--- src/rtl/encoder_period_speed_estimator_assert.svh ---
// assertion helpers shared by the rtl
`ifndef ENCODER_PERIOD_SPEED_ESTIMATOR_ASSERT_SVH
`define ENCODER_PERIOD_SPEED_ESTIMATOR_ASSERT_SVH

// same-cycle implication, disabled during reset
`define EPSE_ASSERT_NOW(label, clk, rst, ante, cons, msg) \
   label: assert property (@(posedge clk) disable iff (rst) (ante) |-> (cons)) \
      else $error(msg);

// next-cycle implication, disabled during reset
`define EPSE_ASSERT_NEXT(label, clk, rst, ante, cons, msg) \
   label: assert property (@(posedge clk) disable iff (rst) (ante) |=> (cons)) \
      else $error(msg);

`endif

--- src/rtl/epse_pkg.sv ---
`default_nettype none

package epse_pkg;

   localparam int TIME_WIDTH  = 32;
   localparam int SCALE_WIDTH = 40;
   localparam int SPEED_WIDTH = 32;
   localparam int QUEUE_DEPTH = 2;

   localparam logic [SPEED_WIDTH-1:0] SPEED_MAX     = 32'h7FFF_FFFF;
   localparam logic [31:0]            TIMEOUT_RESET = 32'd100000;

   // item kinds
   localparam logic ACT_EDGE  = 1'b0;
   localparam logic ACT_QUERY = 1'b1;

   // register indexes, taken from address bit 3
   localparam logic REG_SPEED_SCALE = 1'b0;
   localparam logic REG_TIMEOUT     = 1'b1;

   localparam int CSR_ADDR_WIDTH = 4;
   localparam int CSR_DATA_WIDTH = 64;

   typedef struct packed {
      logic        action;
      logic [31:0] now_us;
      logic        a_level;
      logic        b_level;
   } req_type;

   typedef struct packed {
      logic signed [SPEED_WIDTH-1:0] speed;
      logic                          direction;
      logic                          stale;
   } rsp_type;

   // query snapshot handed from front to back
   typedef struct packed {
      logic [SCALE_WIDTH-1:0] scale;
      logic [TIME_WIDTH-1:0]  period;
      logic                   backward;
      logic                   stale;
   } job_type;

endpackage

`default_nettype wire

--- src/rtl/encoder_period_speed_estimator.sv ---
// query path: the queue, a divider load, 40 steps of the restoring divider, then
// the output load, which waits for the result channel; a stale query skips the steps
// the bit-serial 40-bit divider takes one query at a time, others wait in the queue;
// edge transactions give no result and are taken every cycle while the queue has room
// reset (synchronous, active high) clears edge state, queue, divider state and output valid;
// speed_scale resets to 0 and timeout_us to 100000
`default_nettype none

module encoder_period_speed_estimator (
   input  logic                                  clock,
   input  logic                                  reset,
   // item channel
   input  logic                                  req_valid,
   output logic                                  req_ready,
   input  epse_pkg::req_type                     req_data,
   // result channel
   output logic                                  rsp_valid,
   input  logic                                  rsp_ready,
   output epse_pkg::rsp_type                     rsp_data,
   // register port
   input  logic                                  csr_psel,
   input  logic                                  csr_penable,
   input  logic                                  csr_pwrite,
   input  logic [epse_pkg::CSR_ADDR_WIDTH-1:0]   csr_paddr,
   input  logic [epse_pkg::CSR_DATA_WIDTH-1:0]   csr_pwdata,
   output logic [epse_pkg::CSR_DATA_WIDTH-1:0]   csr_prdata,
   output logic                                  csr_pready
);
   import epse_pkg::*;

   // configuration registers
   logic [SCALE_WIDTH-1:0] speed_scale_ff, speed_scale_in;
   logic [31:0]            timeout_ff, timeout_in;
   logic                   csr_write;
   logic                   reg_sel;

   // front to queue to back
   logic    queue_full;
   logic    queue_empty;
   logic    job_push;
   logic    job_pop;
   job_type push_job;
   job_type pop_job;

   // registers sit on 64-bit words, so address bit 3 picks the register
   assign reg_sel    = csr_paddr[3];
   assign csr_pready = 1'b1;
   assign csr_write  = csr_psel && csr_penable && csr_pwrite;

   always_comb begin
      speed_scale_in = speed_scale_ff;
      timeout_in     = timeout_ff;
      if (csr_write) begin
         unique case (reg_sel)
            REG_SPEED_SCALE: speed_scale_in = csr_pwdata[SCALE_WIDTH-1:0];
            REG_TIMEOUT:     timeout_in     = csr_pwdata[31:0];
            default:         ;
         endcase
      end
   end

   // read mux, registers zero-extended to the bus
   always_comb begin
      unique case (reg_sel)
         REG_SPEED_SCALE: csr_prdata = CSR_DATA_WIDTH'(speed_scale_ff);
         REG_TIMEOUT:     csr_prdata = CSR_DATA_WIDTH'(timeout_ff);
         default:         csr_prdata = '0;
      endcase
   end

   always_ff @(posedge clock) begin
      if (reset) begin
         speed_scale_ff <= '0;
         timeout_ff     <= TIMEOUT_RESET;
      end else begin
         speed_scale_ff <= speed_scale_in;
         timeout_ff     <= timeout_in;
      end
   end

   // front: edge bookkeeping, stale check and query snapshot
   epse_front u_front (
      .clock       (clock),
      .reset       (reset),
      .req_valid   (req_valid),
      .req_ready   (req_ready),
      .req_data    (req_data),
      .speed_scale (speed_scale_ff),
      .timeout_us  (timeout_ff),
      .queue_full  (queue_full),
      .job_push    (job_push),
      .job_data    (push_job)
   );

   // short queue decouples front from the divider
   epse_fifo u_fifo (
      .clock     (clock),
      .reset     (reset),
      .push      (job_push),
      .push_data (push_job),
      .full      (queue_full),
      .pop       (job_pop),
      .empty     (queue_empty),
      .pop_data  (pop_job)
   );

   // back: serial divide, saturate, sign and output register
   epse_back u_back (
      .clock     (clock),
      .reset     (reset),
      .job_empty (queue_empty),
      .job_data  (pop_job),
      .job_pop   (job_pop),
      .rsp_valid (rsp_valid),
      .rsp_ready (rsp_ready),
      .rsp_data  (rsp_data)
   );

endmodule

`default_nettype wire

--- src/rtl/epse_front.sv ---
`default_nettype none

module epse_front (
   input  logic                                clock,
   input  logic                                reset,
   input  logic                                req_valid,
   output logic                                req_ready,
   input  epse_pkg::req_type                   req_data,
   input  logic [epse_pkg::SCALE_WIDTH-1:0]    speed_scale,
   input  logic [31:0]                         timeout_us,
   input  logic                                queue_full,
   output logic                                job_push,
   output epse_pkg::job_type                   job_data
);
   import epse_pkg::*;

   logic [TIME_WIDTH-1:0] last_time_ff, last_time_in;
   logic [TIME_WIDTH-1:0] period_ff, period_in;
   logic                  seen_ff, seen_in;
   logic                  backward_ff, backward_in;
   logic [TIME_WIDTH-1:0] now_time;
   logic [TIME_WIDTH-1:0] age;
   logic                  accept;

   assign req_ready = !queue_full;
   assign accept    = req_valid && req_ready;
   assign now_time  = TIME_WIDTH'(req_data.now_us);
   assign age       = now_time - last_time_ff;

   always_comb begin
      last_time_in = last_time_ff;
      period_in    = period_ff;
      seen_in      = seen_ff;
      backward_in  = backward_ff;
      if (accept && (req_data.action == ACT_EDGE)) begin
         last_time_in = now_time;
         seen_in      = 1'b1;
         if (seen_ff) begin
            period_in   = now_time - last_time_ff;
            backward_in = req_data.a_level ^ req_data.b_level;
         end
      end
   end

   assign job_push          = accept && (req_data.action == ACT_QUERY);
   assign job_data.scale    = speed_scale;
   assign job_data.period   = period_ff;
   assign job_data.backward = backward_ff;
   assign job_data.stale    = (period_ff == '0) || (age > timeout_us);

   always_ff @(posedge clock) begin
      if (reset) begin
         last_time_ff <= '0;
         period_ff    <= '0;
         seen_ff      <= 1'b0;
         backward_ff  <= 1'b0;
      end else begin
         last_time_ff <= last_time_in;
         period_ff    <= period_in;
         seen_ff      <= seen_in;
         backward_ff  <= backward_in;
      end
   end

endmodule

`default_nettype wire

--- src/rtl/epse_fifo.sv ---
`default_nettype none
`include "encoder_period_speed_estimator_assert.svh"

module epse_fifo (
   input  logic              clock,
   input  logic              reset,
   input  logic              push,
   input  epse_pkg::job_type push_data,
   output logic              full,
   input  logic              pop,
   output logic              empty,
   output epse_pkg::job_type pop_data
);
   import epse_pkg::*;

   localparam int PTR_W = (QUEUE_DEPTH > 1) ? $clog2(QUEUE_DEPTH) : 1;
   localparam int CNT_W = $clog2(QUEUE_DEPTH + 1);

   job_type            slot_ff [QUEUE_DEPTH];
   logic [PTR_W-1:0]   wr_ptr_ff, wr_ptr_in;
   logic [PTR_W-1:0]   rd_ptr_ff, rd_ptr_in;
   logic [CNT_W-1:0]   count_ff, count_in;

   assign full     = (count_ff == CNT_W'(QUEUE_DEPTH));
   assign empty    = (count_ff == '0);
   assign pop_data = slot_ff[rd_ptr_ff];

   always_comb begin
      wr_ptr_in = wr_ptr_ff;
      rd_ptr_in = rd_ptr_ff;
      count_in  = count_ff;
      if (push) begin
         wr_ptr_in = (wr_ptr_ff == PTR_W'(QUEUE_DEPTH - 1)) ? '0 : wr_ptr_ff + 1'b1;
      end
      if (pop) begin
         rd_ptr_in = (rd_ptr_ff == PTR_W'(QUEUE_DEPTH - 1)) ? '0 : rd_ptr_ff + 1'b1;
      end
      if (push && !pop) begin
         count_in = count_ff + 1'b1;
      end else if (pop && !push) begin
         count_in = count_ff - 1'b1;
      end
   end

   always_ff @(posedge clock) begin
      if (push) begin
         slot_ff[wr_ptr_ff] <= push_data;
      end
   end

   always_ff @(posedge clock) begin
      if (reset) begin
         wr_ptr_ff <= '0;
         rd_ptr_ff <= '0;
         count_ff  <= '0;
      end else begin
         wr_ptr_ff <= wr_ptr_in;
         rd_ptr_ff <= rd_ptr_in;
         count_ff  <= count_in;
      end
   end

   `EPSE_ASSERT_NOW(a_no_push_full, clock, reset, push, !full || pop, "push into full queue")
   `EPSE_ASSERT_NOW(a_no_pop_empty, clock, reset, pop, !empty, "pop from empty queue")
   `EPSE_ASSERT_NEXT(a_fill_tracks, clock, reset, push && !pop && !full, !empty, "queue lost an entry")

endmodule

`default_nettype wire

--- src/rtl/epse_back.sv ---
`default_nettype none
`include "encoder_period_speed_estimator_assert.svh"

module epse_back (
   input  logic              clock,
   input  logic              reset,
   input  logic              job_empty,
   input  epse_pkg::job_type job_data,
   output logic              job_pop,
   output logic              rsp_valid,
   input  logic              rsp_ready,
   output epse_pkg::rsp_type rsp_data
);
   import epse_pkg::*;

   localparam int CNT_W = $clog2(SCALE_WIDTH);

   typedef enum logic [2:0] {
      ST_IDLE = 3'b001,
      ST_DIV  = 3'b010,
      ST_DONE = 3'b100
   } state_type;

   state_type              state_ff, state_in;
   logic [SCALE_WIDTH-1:0] quot_ff, quot_in;
   logic [TIME_WIDTH-1:0]  rem_ff, rem_in;
   logic [TIME_WIDTH-1:0]  divisor_ff, divisor_in;
   logic [CNT_W-1:0]       step_ff, step_in;
   logic                   backward_ff, backward_in;
   logic                   stale_ff, stale_in;
   logic                   rsp_valid_ff, rsp_valid_in;
   rsp_type                rsp_ff, rsp_in;

   logic [TIME_WIDTH:0]    shifted;
   logic [TIME_WIDTH:0]    trial;
   logic [SPEED_WIDTH-1:0] mag;
   logic                   load_out;

   // one restoring step per cycle
   assign shifted = {rem_ff, quot_ff[SCALE_WIDTH-1]};
   assign trial   = shifted - {1'b0, divisor_ff};

   assign mag = (quot_ff > SCALE_WIDTH'(SPEED_MAX)) ? SPEED_MAX : quot_ff[SPEED_WIDTH-1:0];

   assign job_pop  = (state_ff == ST_IDLE) && !job_empty;
   assign load_out = (state_ff == ST_DONE) && (!rsp_valid_ff || rsp_ready);

   always_comb begin
      state_in    = state_ff;
      quot_in     = quot_ff;
      rem_in      = rem_ff;
      divisor_in  = divisor_ff;
      step_in     = step_ff;
      backward_in = backward_ff;
      stale_in    = stale_ff;
      unique case (state_ff)
         ST_IDLE: begin
            if (!job_empty) begin
               backward_in = job_data.backward;
               stale_in    = job_data.stale;
               divisor_in  = job_data.period;
               rem_in      = '0;
               step_in     = CNT_W'(SCALE_WIDTH - 1);
               if (job_data.stale) begin
                  quot_in  = '0;
                  state_in = ST_DONE;
               end else begin
                  quot_in  = job_data.scale;
                  state_in = ST_DIV;
               end
            end
         end
         ST_DIV: begin
            if (!trial[TIME_WIDTH]) begin
               rem_in  = trial[TIME_WIDTH-1:0];
               quot_in = {quot_ff[SCALE_WIDTH-2:0], 1'b1};
            end else begin
               rem_in  = shifted[TIME_WIDTH-1:0];
               quot_in = {quot_ff[SCALE_WIDTH-2:0], 1'b0};
            end
            step_in = step_ff - 1'b1;
            if (step_ff == '0) begin
               state_in = ST_DONE;
            end
         end
         ST_DONE: begin
            if (load_out) begin
               state_in = ST_IDLE;
            end
         end
         default: begin
            state_in = ST_IDLE;
         end
      endcase
   end

   always_comb begin
      rsp_in       = rsp_ff;
      rsp_valid_in = rsp_valid_ff;
      if (load_out) begin
         rsp_valid_in     = 1'b1;
         rsp_in.direction = backward_ff;
         rsp_in.stale     = stale_ff;
         if (stale_ff) begin
            rsp_in.speed = '0;
         end else if (backward_ff) begin
            rsp_in.speed = ~mag + 1'b1;
         end else begin
            rsp_in.speed = mag;
         end
      end else if (rsp_ready) begin
         rsp_valid_in = 1'b0;
      end
   end

   always_ff @(posedge clock) begin
      quot_ff     <= quot_in;
      rem_ff      <= rem_in;
      divisor_ff  <= divisor_in;
      step_ff     <= step_in;
      backward_ff <= backward_in;
      stale_ff    <= stale_in;
      rsp_ff      <= rsp_in;
   end

   always_ff @(posedge clock) begin
      if (reset) begin
         state_ff     <= ST_IDLE;
         rsp_valid_ff <= 1'b0;
      end else begin
         state_ff     <= state_in;
         rsp_valid_ff <= rsp_valid_in;
      end
   end

   assign rsp_valid = rsp_valid_ff;
   assign rsp_data  = rsp_ff;

   `EPSE_ASSERT_NOW(a_div_nonzero, clock, reset, state_ff == ST_DIV, divisor_ff != '0, "divide by zero period")
   `EPSE_ASSERT_NEXT(a_out_loaded, clock, reset, load_out, rsp_valid_ff, "result not presented")
   `EPSE_ASSERT_NOW(a_stale_zero, clock, reset, rsp_valid_ff && rsp_ff.stale, rsp_ff.speed == '0, "stale result with speed")

endmodule

`default_nettype wire

--- config.mk ---
export PLATFORM = sky130hd
export DESIGN_NAME = encoder_period_speed_estimator
export DESIGN_NICKNAME = d
export VERILOG_FILES = /design/src/rtl/epse_pkg.sv /design/src/rtl/encoder_period_speed_estimator.sv /design/src/rtl/epse_front.sv /design/src/rtl/epse_fifo.sv /design/src/rtl/epse_back.sv
export VERILOG_INCLUDE_DIRS = /design/src /design/src/rtl
export SDC_FILE = /design/constraint.sdc
export NUM_CORES = 1
export LEC_CHECK = 0
export ABC_AREA = 1
export BUFFER_PORTS_ARGS = -buffer_cell sky130_fd_sc_hd__buf_2
export CAP_MARGIN = 20
export CORE_ASPECT_RATIO = 0.8
export CORE_UTILIZATION = 54
export DETAILED_ROUTE_END_ITERATION = 10
export GPL_TIMING_DRIVEN = 0
export PLACE_DENSITY = 0.76
export SYNTH_ARGS = -nofsm -noshare
export SYNTH_HDL_FRONTEND = slang
export SYNTH_SLANG_ARGS = --single-unit
--- constraint.sdc ---
create_clock -name clock -period 4.45 [get_ports clock]
set_input_delay 0.2225 -clock clock [delete_from_list [all_inputs] [get_ports clock]]
set_output_delay 0.2225 -clock clock [all_outputs]
set_load 0.005 [all_outputs]
==> impl_metrics.toml, run 1 <==
[power]
p_leak_uw = 0.0114
swShare_pct = 41.2
net-switching-power_uw = 6690
ir_drop_uv = 342
powerDensity_nw_per_um2 = 610
p_clk_share_pct = 22.1
combPwrFrac_pct = 42.0
p_int_uw = 9560
finalPower_uw = 16300
power_frac_seq_pct = 36.0

[job]
max_cap_violations = 0

[final_layout]
diodes = 0
layout_common_cells = "nand2_1 (570), nor2_1 (360), inv_1 (346)"
final_common_cell = "nand2_1"
fin_util_pct = 64.6
layout-area-overhead-vs-synth_pct = 16.6
drive_gt1_share_pct = 9.92
final_net_count = 3220

[worst_setup_path]
cp.arrival_ns = 4.29
path_cells = "dlygate4sd3_1, buf_2, inv_1, ha_1, inv_1, fa_1, nand3_1, nand2_1, a21oi_1, o21ai_0, nand3_1, nand3_1, nand2_1, ha_1, nand4_1, inv_1, nand2_1, nor4_1, nand3_1, nand2_1, nand2_1"
cp-start-kind = "primary input"
critPathKind = "primary input to flop"
crit_required_ns = 4.77
endpoint_kind = "flop"
cpMaxStageDelayCell = "o21ai_0"
slowest_delay_ns = 0.77
crit_family = "simple AND/OR/NAND/NOR gates"
cp_max_fo = 5
crit_top_cell = "nand2_1"
crit_buf_inv = 5

[sta]
rsz0062_at_grt = "no"
setup_violations = 0
finalSetupTns_ns = 0
timing.fmax_mhz = 252
period_needed_ns = 3.97
worst_pin_slew_ns = 1.16
fin_skew_ns = 0.0237
finalHoldViolCount = 0
post-route-period-util_pct = 89.3
slew_viol_final = 0
relSlewSlack_pct = 22.4
holdWs_ns = 0.0252

[run_status]
status = "finished, final reports clean"

[route]
wl_per_cell_um = 18.5
routed_wl_um = 66300
first_pass_iters = 8
vias_per_cell = 5.61
antenna_left = 0
drc = 0
drtIter0Drc = 2283
vias = 20111

[worst_hold_path]
hp-class = "primary input to flop"

[synthesis]
synth.cell_area_um2 = 22800
syn_inst = 2706
ys_seq_elements = 441
yosysWarnings = 0
avgSynthCellArea_um2 = 8.44
synth_cell_types = 49
ys_seq_area_share_pct = 51.5

[clocking]
cts_root_buffer = "clkbuf_16"
path_clk_slew_ns = 0.06
postCtsSetupBuffers = 0
cts_buffers = 44
ctsHtreeMaxLevel = 2
clock_path_buffers = 3
cts_tree = "built"
clk_latency_ns = 0.58
cts.sinks = 441

[placement]
gp_congestion = 1.03
post-dp-hpwl_um = 49800
port_buffers = 158

[global_routing]
grt.overflow.total = 0
grt_first_pass_wirelength_um = 102000
grt_max_degree = 49
antenna_found_initial = 1
first_global_vias = 18652
grt_use_total_pct = 30.6

[die]
initial_core_util_pct = 55.4
die_y_um = 186
die_w_um = 232
ios = 211
dieArea_um2 = 43100
rows = 66
fp.coreArea_um2 = 41200
registers in the layout, summed over array words and instances, names as in the netlist, 2 cells and up, named ones only:
signal and flops:
speed_scale_ff 40, timeout_ff 32, u_back.divisor_ff 32, u_back.quot_ff 40, u_back.rem_ff 32, u_back.rsp_data 34, u_back.state_ff 3, u_back.step_ff 6
u_fifo.count_ff 2, u_fifo.slot_ff 148, u_front.last_time_ff 32, u_front.period_ff 32
power groups by stage:
| stage | Sequential, uW | Clock (uW) | Combinational (uW) |
|---|---|---|---|
| 6_report | 5850 | 3590 | 6820 |
| 5_1_grt | 5910 | 3780 | 7560 |
| 4_1_cts | 5830 | 3620 | 6680 |
| 3_5_place_dp | 5910 | 0 | 6570 |
| 3_3_place_gp | 5930 | 0 | 6150 |
| 2_1_floorplan | 5770 | 0 | 4730 |
Yosys cell counts, drive strengths merged:
master    n  area [um2]
a21boi    1        7.51
a21o      3        22.5
a21oi   220        1100
a31oi     1        6.26
and2      2        12.5
and3      2        12.5
buf      39         298
clkbuf   75         282
clkinv    4        15.0
conb      2        7.51
dfxtp   147        2940
edfxtp  294        8830
fa        2        40.0
ha       99        1240
inv     351        1320
mux2i    11         110
nand2   581        2210
nand3    85         430
nand3b    8        60.1
nand4    39         244
nor2    375        1450
nor3     23         125
nor3b     1        7.51
nor4     11        68.8
o211ai    4        30.0
o21a      5        37.5
o21ai   227        1140
o21bai   19         143
o221ai    1        8.76
o31ai     3        22.5
o32ai    27         236
or2       2        12.5
or3       1        6.26
xnor2     8        70.1
xor2     33         289
tightest hold or removal path: stages:
cell     delay (ns)
buf_2          0.13
o21ai_0        0.10
a21oi_1        0.11
cells by family (layout without fill, tap and decap cells):
group | after synthesis | after routing | share of synthesized area (%)
buf+inv | 469 | 784 | 8.37
xor+xnor | 41 | 41 | 1.57
fa+ha+maj | 101 | 101 | 5.60
other cells | 2 | 25 | 0.0329
flops | 441 | 441 | 51.5
simple gates | 1130 | 1130 | 20.3
mux | 11 | 11 | 0.482
compound gates | 511 | 511 | 12.1
final cells by class:
cell class	instances	area [um2]
buffer	114	579
multi-input combinational	1819	9280
clock inverter	27	206
timing repair buffer	234	1620
clock buffer	54	1160
tap	544	681
sequential	441	11800
fill	3425	14600
inverter	355	1330
timing repair:
| action | 4_1_cts | 5_1_grt |
|---|---|---|
| hold endpoints to repair | 98 | 0 |
| hold buffers | 70 | 0 |
| resized for setup | 0 | 0 |
stage by stage:
step | cells | area [um2] | worst slack (ns)
after floorplan | 2729 | 22900 | 0.102
final | 3588 | 26600 | 0.476
after detailed placement | 3437 | 24600 | 0.476
after global routing | 3588 | 26600 | 0.252
after CTS | 3588 | 26600 | 0.523
after global placement | 3431 | 24400 | -1.90
worst paths after layout:
kind / cells past startpoint / slack [ns] / start / to
worst max-delay path: 21 / 0.48 / req_data[2] / u_fifo.slot_ff[1][0]
worst min-delay path: 3 / 0.03 / req_data[3] / u_front.last_time_ff[1]
worst max register to register: 19 / 0.49 / u_back.quot_ff[36] / u_back.rsp_data[26]
worst min register to register: 0 / 0.46 / speed_scale_ff[34] / u_fifo.slot_ff[0][68]
routing by layer:
| metal | track usage (%) | share of wire (%) | up-vias |
|---|---|---|---|
| met5 | 0 | 0 | - |
| met4 | 10.1 | 3.0 | 0 |
| met3 | 6.59 | 11 | 146 |
| met2 | 46.3 | 43 | 1000 |
| met1 | 43.6 | 43 | 9420 |
| li1 | - | - | 9545 |
Note: power is estimated with default switching activity, not from simulation.
==> inputs of run 2 (changes only) <==
--- a/config.mk
+++ b/config.mk
@@ -6,14 +6,13 @@
 export SDC_FILE = /design/constraint.sdc
 export NUM_CORES = 1
 export LEC_CHECK = 0
-export ABC_AREA = 1
 export BUFFER_PORTS_ARGS = -buffer_cell sky130_fd_sc_hd__buf_2
 export CAP_MARGIN = 20
 export CORE_ASPECT_RATIO = 0.8
 export CORE_UTILIZATION = 54
 export DETAILED_ROUTE_END_ITERATION = 10
 export GPL_TIMING_DRIVEN = 0
-export PLACE_DENSITY = 0.76
+export PLACE_DENSITY = 0.77
 export SYNTH_ARGS = -nofsm -noshare
 export SYNTH_HDL_FRONTEND = slang
 export SYNTH_SLANG_ARGS = --single-unit
==> run 2 against run 1 <==
Compared with the run above:
- worst hold slack better by 0.020 ns
- flip-flop and latch count unchanged
- die area down 3.8%
- combinational power down 24%
- non-clock buffer count up 25
- register-to-register slack worse by 0.47 ns
- sequential share of layout area up 0.92 points
- final cell count down 16%
- power down 11%
- critical endpoint unchanged
- largest cell class unchanged
- largest power group is now registers
==> impl_metrics.toml, run 2 <==
[synthesis]
synth-simple-area-share_pct = 13.1
synthXorXnorAreaFrac_pct = 3.27
ys.flop_type = "edfxtp_1"
synth.most_common_cell = "nand2_1"
synth.cell_area_um2 = 22000
synth-compound-area-share_pct = 14.1
ys_seq_area_share_pct = 53.6
synth-edff-count = 294
netlist.area_leader.share_pct = 40.2
synth.top_cells.by_area = "edfxtp_1 (40%), dfxtp_1 (13%), nand2_1 (5.8%), ha_1 (5.6%), a21oi_1 (5.2%)"
synth_top_family_by_area = "compound AO/OA/AOI/OAI gates"
yosys-mux-area-fraction_pct = 5.37
syn_inst = 2127
ys_seq_elements = 441
synth-adder-area-share_pct = 5.82
synth_cell_types = 84
yosys-top-cells-count = "nand2_1 (337), edfxtp_1 (294), a21oi_1 (229)"
avgSynthCellArea_um2 = 10.3
yosysWarnings = 0
postSynth.asyncResetShare_pct = 0
yosys.area.top_type = "edfxtp_1"

[die]
ios = 211
fp.coreArea_um2 = 39800
dieArea_um2 = 41500
die_w_um = 227
rows = 65
die_y_um = 182
initial_core_util_pct = 55.2

[job]
max_cap_violations = 0

[sta]
rsz0062_at_grt = "yes"
setup_violations = 0
post-route-period-util_pct = 99.5
fin_skew_ns = 0.0125
relSlewSlack_pct = 42.5
timing.fmax_mhz = 226
worst_pin_slew_ns = 0.863
period_needed_ns = 4.43
slew_viol_final = 0
finalHoldViolCount = 0
finalSetupTns_ns = 0

[clocking]
cts_root_buffer = "clkbuf_16"
cts_buffers = 44
ctsHtreeMaxLevel = 2
cts.sinks = 441
clock_path_buffers = 3
clk_latency_ns = 0.56
cts_tree = "built"
path_clk_slew_ns = 0.06

[final_layout]
top_regs = "u_fifo.slot_ff x148, speed_scale_ff x40, u_back.quot_ff x40"
largest_reg_flops = 148
drive_gt1_share_pct = 16.0
layout_common_cells = "nand2_1 (336), edfxtp_1 (294), a21oi_1 (225)"
final_common_cell = "nand2_1"
top_register = "u_fifo.slot_ff"
design_area_um2 = 26100
regArea_um2 = 11800
multiInputGateArea_um2 = 9430
fillCellCount = 2935
diodes = 0
final_net_count = 2656
fin_cells = 3017
layout-area-overhead-vs-synth_pct = 18.8

[worst_setup_path]
crit_top_cell = "nand2_1"
cp-start-kind = "flop"
path_cells = "ha_4, inv_2, fa_2, a21o_1, a311oi_2, o21ai_2, o211ai_1, a21boi_2, a31oi_4, o31ai_4, a21oi_2, xnor2_1, ha_1, nand2_1, or3_4, nor3_4, nand2_1, or4_1, o21a_1"
critPathKind = "flop to flop"
crit_required_ns = 4.74
cp_max_fo = 3
cp.arrival_ns = 4.71
endpoint_kind = "flop"
slowest_delay_ns = 0.41
cpMaxStageDelayCell = "or4_1"

[route]
met2_wirelength_um = 25800
antenna_left = 0
vias = 17160
highest_layer = "met5"
drtIter0Drc = 1388
vias_per_cell = 5.69
drt-met1-wl_um = 25100
first_pass_iters = 7
wl_per_cell_um = 19.1
drc = 0
routed_wl_um = 57600
dr_wl_met3_um = 4610

[run_status]
status = "finished, final reports clean"

[global_routing]
grt_use_total_pct = 27.7
grt_first_pass_wirelength_um = 89300
first_global_vias = 16609
antenna_found_initial = 1
grt.overflow.total = 0
grt_max_degree = 65

[power]
ir_drop_uv = 320
p_leak_uw = 0.00984
finalPower_uw = 14500
powerDensity_nw_per_um2 = 555

[placement]
post-dp-hpwl_um = 41600
port_buffers = 157
gp_congestion = 0.937
numPlacedInstances = 2850
dpl-instance-area_um2 = 23700

[worst_hold_path]
hp-class = "primary input to flop"
[run 2: repair_timing]
action | 4_1_cts | 5_1_grt
setup endpoints to repair | 2 | 2
gates resized for setup | 17 | 12
setup buffers | 6 | 7
pin swaps | 15 | 20
hold buffers | 73 | 0
endpoints found under the hold margin | 105 | 0
[run 2: layout make-up]
type | instances | area share, %
tap | 536 | 2.57
clock inverter | 18 | 0.585
buffer | 123 | 2.25
clock buffer | 64 | 4.82
sequential | 441 | 45.1
inverter | 117 | 1.68
multi-input combinational | 1468 | 36.1
timing repair buffer | 250 | 6.84
[run 2: worst paths after layout]
kind | depth (start not counted) | slack [ns] | endpoint | startpoint
worst max-delay path | 19 | 0.02 | u_fifo.slot_ff[1][0] | u_front.last_time_ff[0]
worst min-delay path | 4 | 0.05 | u_back.rsp_valid | rsp_ready
worst max register to register | 19 | 0.02 | u_fifo.slot_ff[1][0] | u_front.last_time_ff[0]
worst min register to register | 2 | 0.45 | u_front.last_time_ff[12] | u_front.last_time_ff[12]
[run 2: critical path, delay by kind of cell, from the launching register on]
| family | cells | cell delay (ns) |
|---|---|---|
| fa+ha+maj | 3 | 0.80 |
| compound gates | 9 | 1.71 |
| xor+xnor | 1 | 0.10 |
| simple gates | 5 | 1.16 |
| buf+inv | 1 | 0.04 |
| flops | 1 | 0.35 |
[run 2: metal layers]
layer / GRT usage, % / vias to the layer above
li1: - / 8174
met1: 38.0 / 8203
met2: 43.1 / 641
met3: 6.23 / 140
met4: 9.83 / 2
met5: 0 / -
[run 2: stage by stage]
stage	hold WS, ns	worst slack (ns)	utilization, %
2_1_floorplan	0.340	0.122	-
3_3_place_gp	0.442	-1.79	59.1
3_5_place_dp	0.447	-0.571	59.6
4_1_cts	0.0270	0.00356	65.3
5_1_grt	0.0718	-0.0968	65.6
6_report	0.0453	0.0233	65.6
[run 2: logic make-up after synthesis]
family,after synthesis
mux,108
fa+ha+maj,101
other cells,2
simple gates,650
flops,441
compound gates,502
buf+inv,241
xor+xnor,82
[run 2: report_power, final]
group          internal [uW]  switching [uW]
clock network           2090            1540
registers               5210             446
logic                   2010            3180
==> inputs of run 3 (changes only) <==
--- a/config.mk
+++ b/config.mk
@@ -9,10 +9,9 @@
 export BUFFER_PORTS_ARGS = -buffer_cell sky130_fd_sc_hd__buf_2
 export CAP_MARGIN = 20
 export CORE_ASPECT_RATIO = 0.8
-export CORE_UTILIZATION = 54
+export CORE_UTILIZATION = 37
 export DETAILED_ROUTE_END_ITERATION = 10
 export GPL_TIMING_DRIVEN = 0
-export PLACE_DENSITY = 0.77
 export SYNTH_ARGS = -nofsm -noshare
 export SYNTH_HDL_FRONTEND = slang
 export SYNTH_SLANG_ARGS = --single-unit
==> run 3 against run 2 <==
Compared with the run above:
- wire length rose by 2.9%
- largest power group unchanged
- power rose by 3.0%
- the flow now finishes with violations (design-rule violations)
- highest routed layer is now met4
- critical path type unchanged
- final cell count up 8.0%
- critical path depth did not move
- die area is 45% higher
==> impl_metrics.toml, run 3 (same netlist as run 2, synthesis figures left out) <==
[die]
die_w_um = 274
die_y_um = 220
ios = 211
rows = 79
fp.coreArea_um2 = 58400
initial_core_util_pct = 37.6
dieArea_um2 = 60300

[run_status]
status = "finished with violations"
violations = "design-rule violations"

[clocking]
cts_root_buffer = "clkbuf_16"
clk_latency_ns = 0.58
cts.sinks = 441
cts_buffers = 46
path_clk_slew_ns = 0.06
cts_tree = "built"
ctsHtreeMaxLevel = 2
clock_path_buffers = 3

[worst_setup_path]
reg2reg_from = "u_front.last_time_ff[0]"
cp_max_fo = 3
slowest_delay_ns = 0.42
r2r_cells = 19
ff2ff_setup_slack_ns = 0.09
setup.worst_path.start = "u_front.last_time_ff[0]"
endpoint_kind = "flop"
path_cells = "ha_4, inv_2, fa_2, a21o_1, a311oi_2, o21ai_2, o211ai_1, a21boi_2, a31oi_4, o31ai_4, a21oi_2, xnor2_1, ha_1, nand2_1, or3_4, nor3_4, nand2_2, or4_4, o21a_4"
r2r-end = "u_fifo.slot_ff[1][0]"
cpMaxStageDelayCell = "or4_4"
cp-endpoint = "u_fifo.slot_ff[1][0]"
crit_required_ns = 4.78
cp-start-kind = "flop"
critPathKind = "flop to flop"
cp.arrival_ns = 4.69

[route]
vias = 16840
antenna_left = 0
routed_wl_um = 59200
wl_per_cell_um = 18.2
drtIter0Drc = 1192
vias_per_cell = 5.17
drc = 6
first_pass_iters = 9

[power]
powerDensity_nw_per_um2 = 558
p_leak_uw = 0.00999
ir_drop_uv = 311
finalPower_uw = 14900

[sta]
worst_pin_slew_ns = 1.07
period_needed_ns = 4.36
timing.fmax_mhz = 229
setup_slack_ns = 0.0856
slew_viol_final = 0
post-route-period-util_pct = 98.1
finalHoldViolCount = 0
relSlewSlack_pct = 28.9
fin_skew_ns = 0.0249
rsz0062_at_grt = "yes"
finalSetupTns_ns = 0
setup_violations = 0
holdWs_ns = 0.0572

[placement]
port_buffers = 157
post-place-ws_ns = -0.808
post-dp-hpwl_um = 44300
gp_congestion = 0.868

[global_routing]
first_global_vias = 16066
grt_first_pass_wirelength_um = 90600
antenna_found_initial = 1
grt.overflow.total = 0
grt_max_degree = 68
grt_use_total_pct = 19.4

[final_layout]
top_regs = "u_fifo.slot_ff x148, speed_scale_ff x40, u_back.quot_ff x40"
final_common_cell = "nand2_1"
drive_gt1_share_pct = 16.9
fillCellCount = 5395
layout_common_cells = "nand2_1 (335), edfxtp_1 (294), a21oi_1 (225)"
fin_util_pct = 45.7
diodes = 0
layout-area-overhead-vs-synth_pct = 21.6
top_register = "u_fifo.slot_ff"
final_net_count = 2664
largest_reg_flops = 148

[worst_hold_path]
hp-class = "primary input to flop"
hold_start = "req_data[1]"
min_path_cells = 3

[job]
max_cap_violations = 0
## run 3: power breakdown
group / total, uW / switching (uW) / internal (uW)
Sequential: 5660 / 443 / 5210
Combinational: 5180 / 3150 / 2020
Clock: 4070 / 1670 / 2410
Total: 14900 / 5260 / 9650
## run 3: area by class of cell
cell class	count	area, um2	area share [%]
sequential	441	11800	44.1
multi-input combinational	1468	9430	35.3
timing repair buffer	256	1890	7.08
clock buffer	61	1330	4.99
tap	769	962	3.60
buffer	123	587	2.20
inverter	117	439	1.64
clock inverter	24	287	1.07
## run 3: worst min-delay path by stage
stage                                    end  slack (ns)
detailed placement  u_front.last_time_ff[24]        0.45
global placement    u_front.last_time_ff[26]        0.44
global route             u_front.backward_ff        0.03
finish                   u_front.backward_ff        0.06
CTS                      u_front.backward_ff        0.02
floorplan                     timeout_ff[10]        0.34
## run 3: through the flow
stage / std cells / cell area (um2)
after floorplan: 2150 / 22000
after global placement: 3076 / 23800
after detailed placement: 3085 / 24100
after CTS: 3256 / 26600
after global routing: 3259 / 26700
final: 3259 / 26700
## run 3: routing by layer
layer / vias to the layer above / part of all wire [%] / wire length, um / track usage (%)
met5: - / 0 / 0 / 0
met4: 0 / 2.4 / 1440 / 5.43
met3: 83 / 5.7 / 3400 / 2.54
met2: 471 / 44 / 26100 / 29.7
met1: 8107 / 48 / 28300 / 28.5
li1: 8179 / - / - / -
## run 3: worst max-delay path: cells and delay by family, from the launching register on
family | cells | cell delay [ns]
AOI/OAI and AO/OA | 9 | 1.76
xor gates and xnor gates | 1 | 0.09
adders and majority gates | 3 | 0.77
buffers and inverters | 1 | 0.03
DFF | 1 | 0.36
and+or+nand+nor | 5 | 1.11
## run 3: timing repair
action                                  in CTS  in global routing
endpoints found under the setup margin       2                  2
hold endpoints to repair                   106                  0
hold buffers                                74                  0
pin swaps                                   21                  2
resized for setup                           24                  8
setup buffers                               13                  4
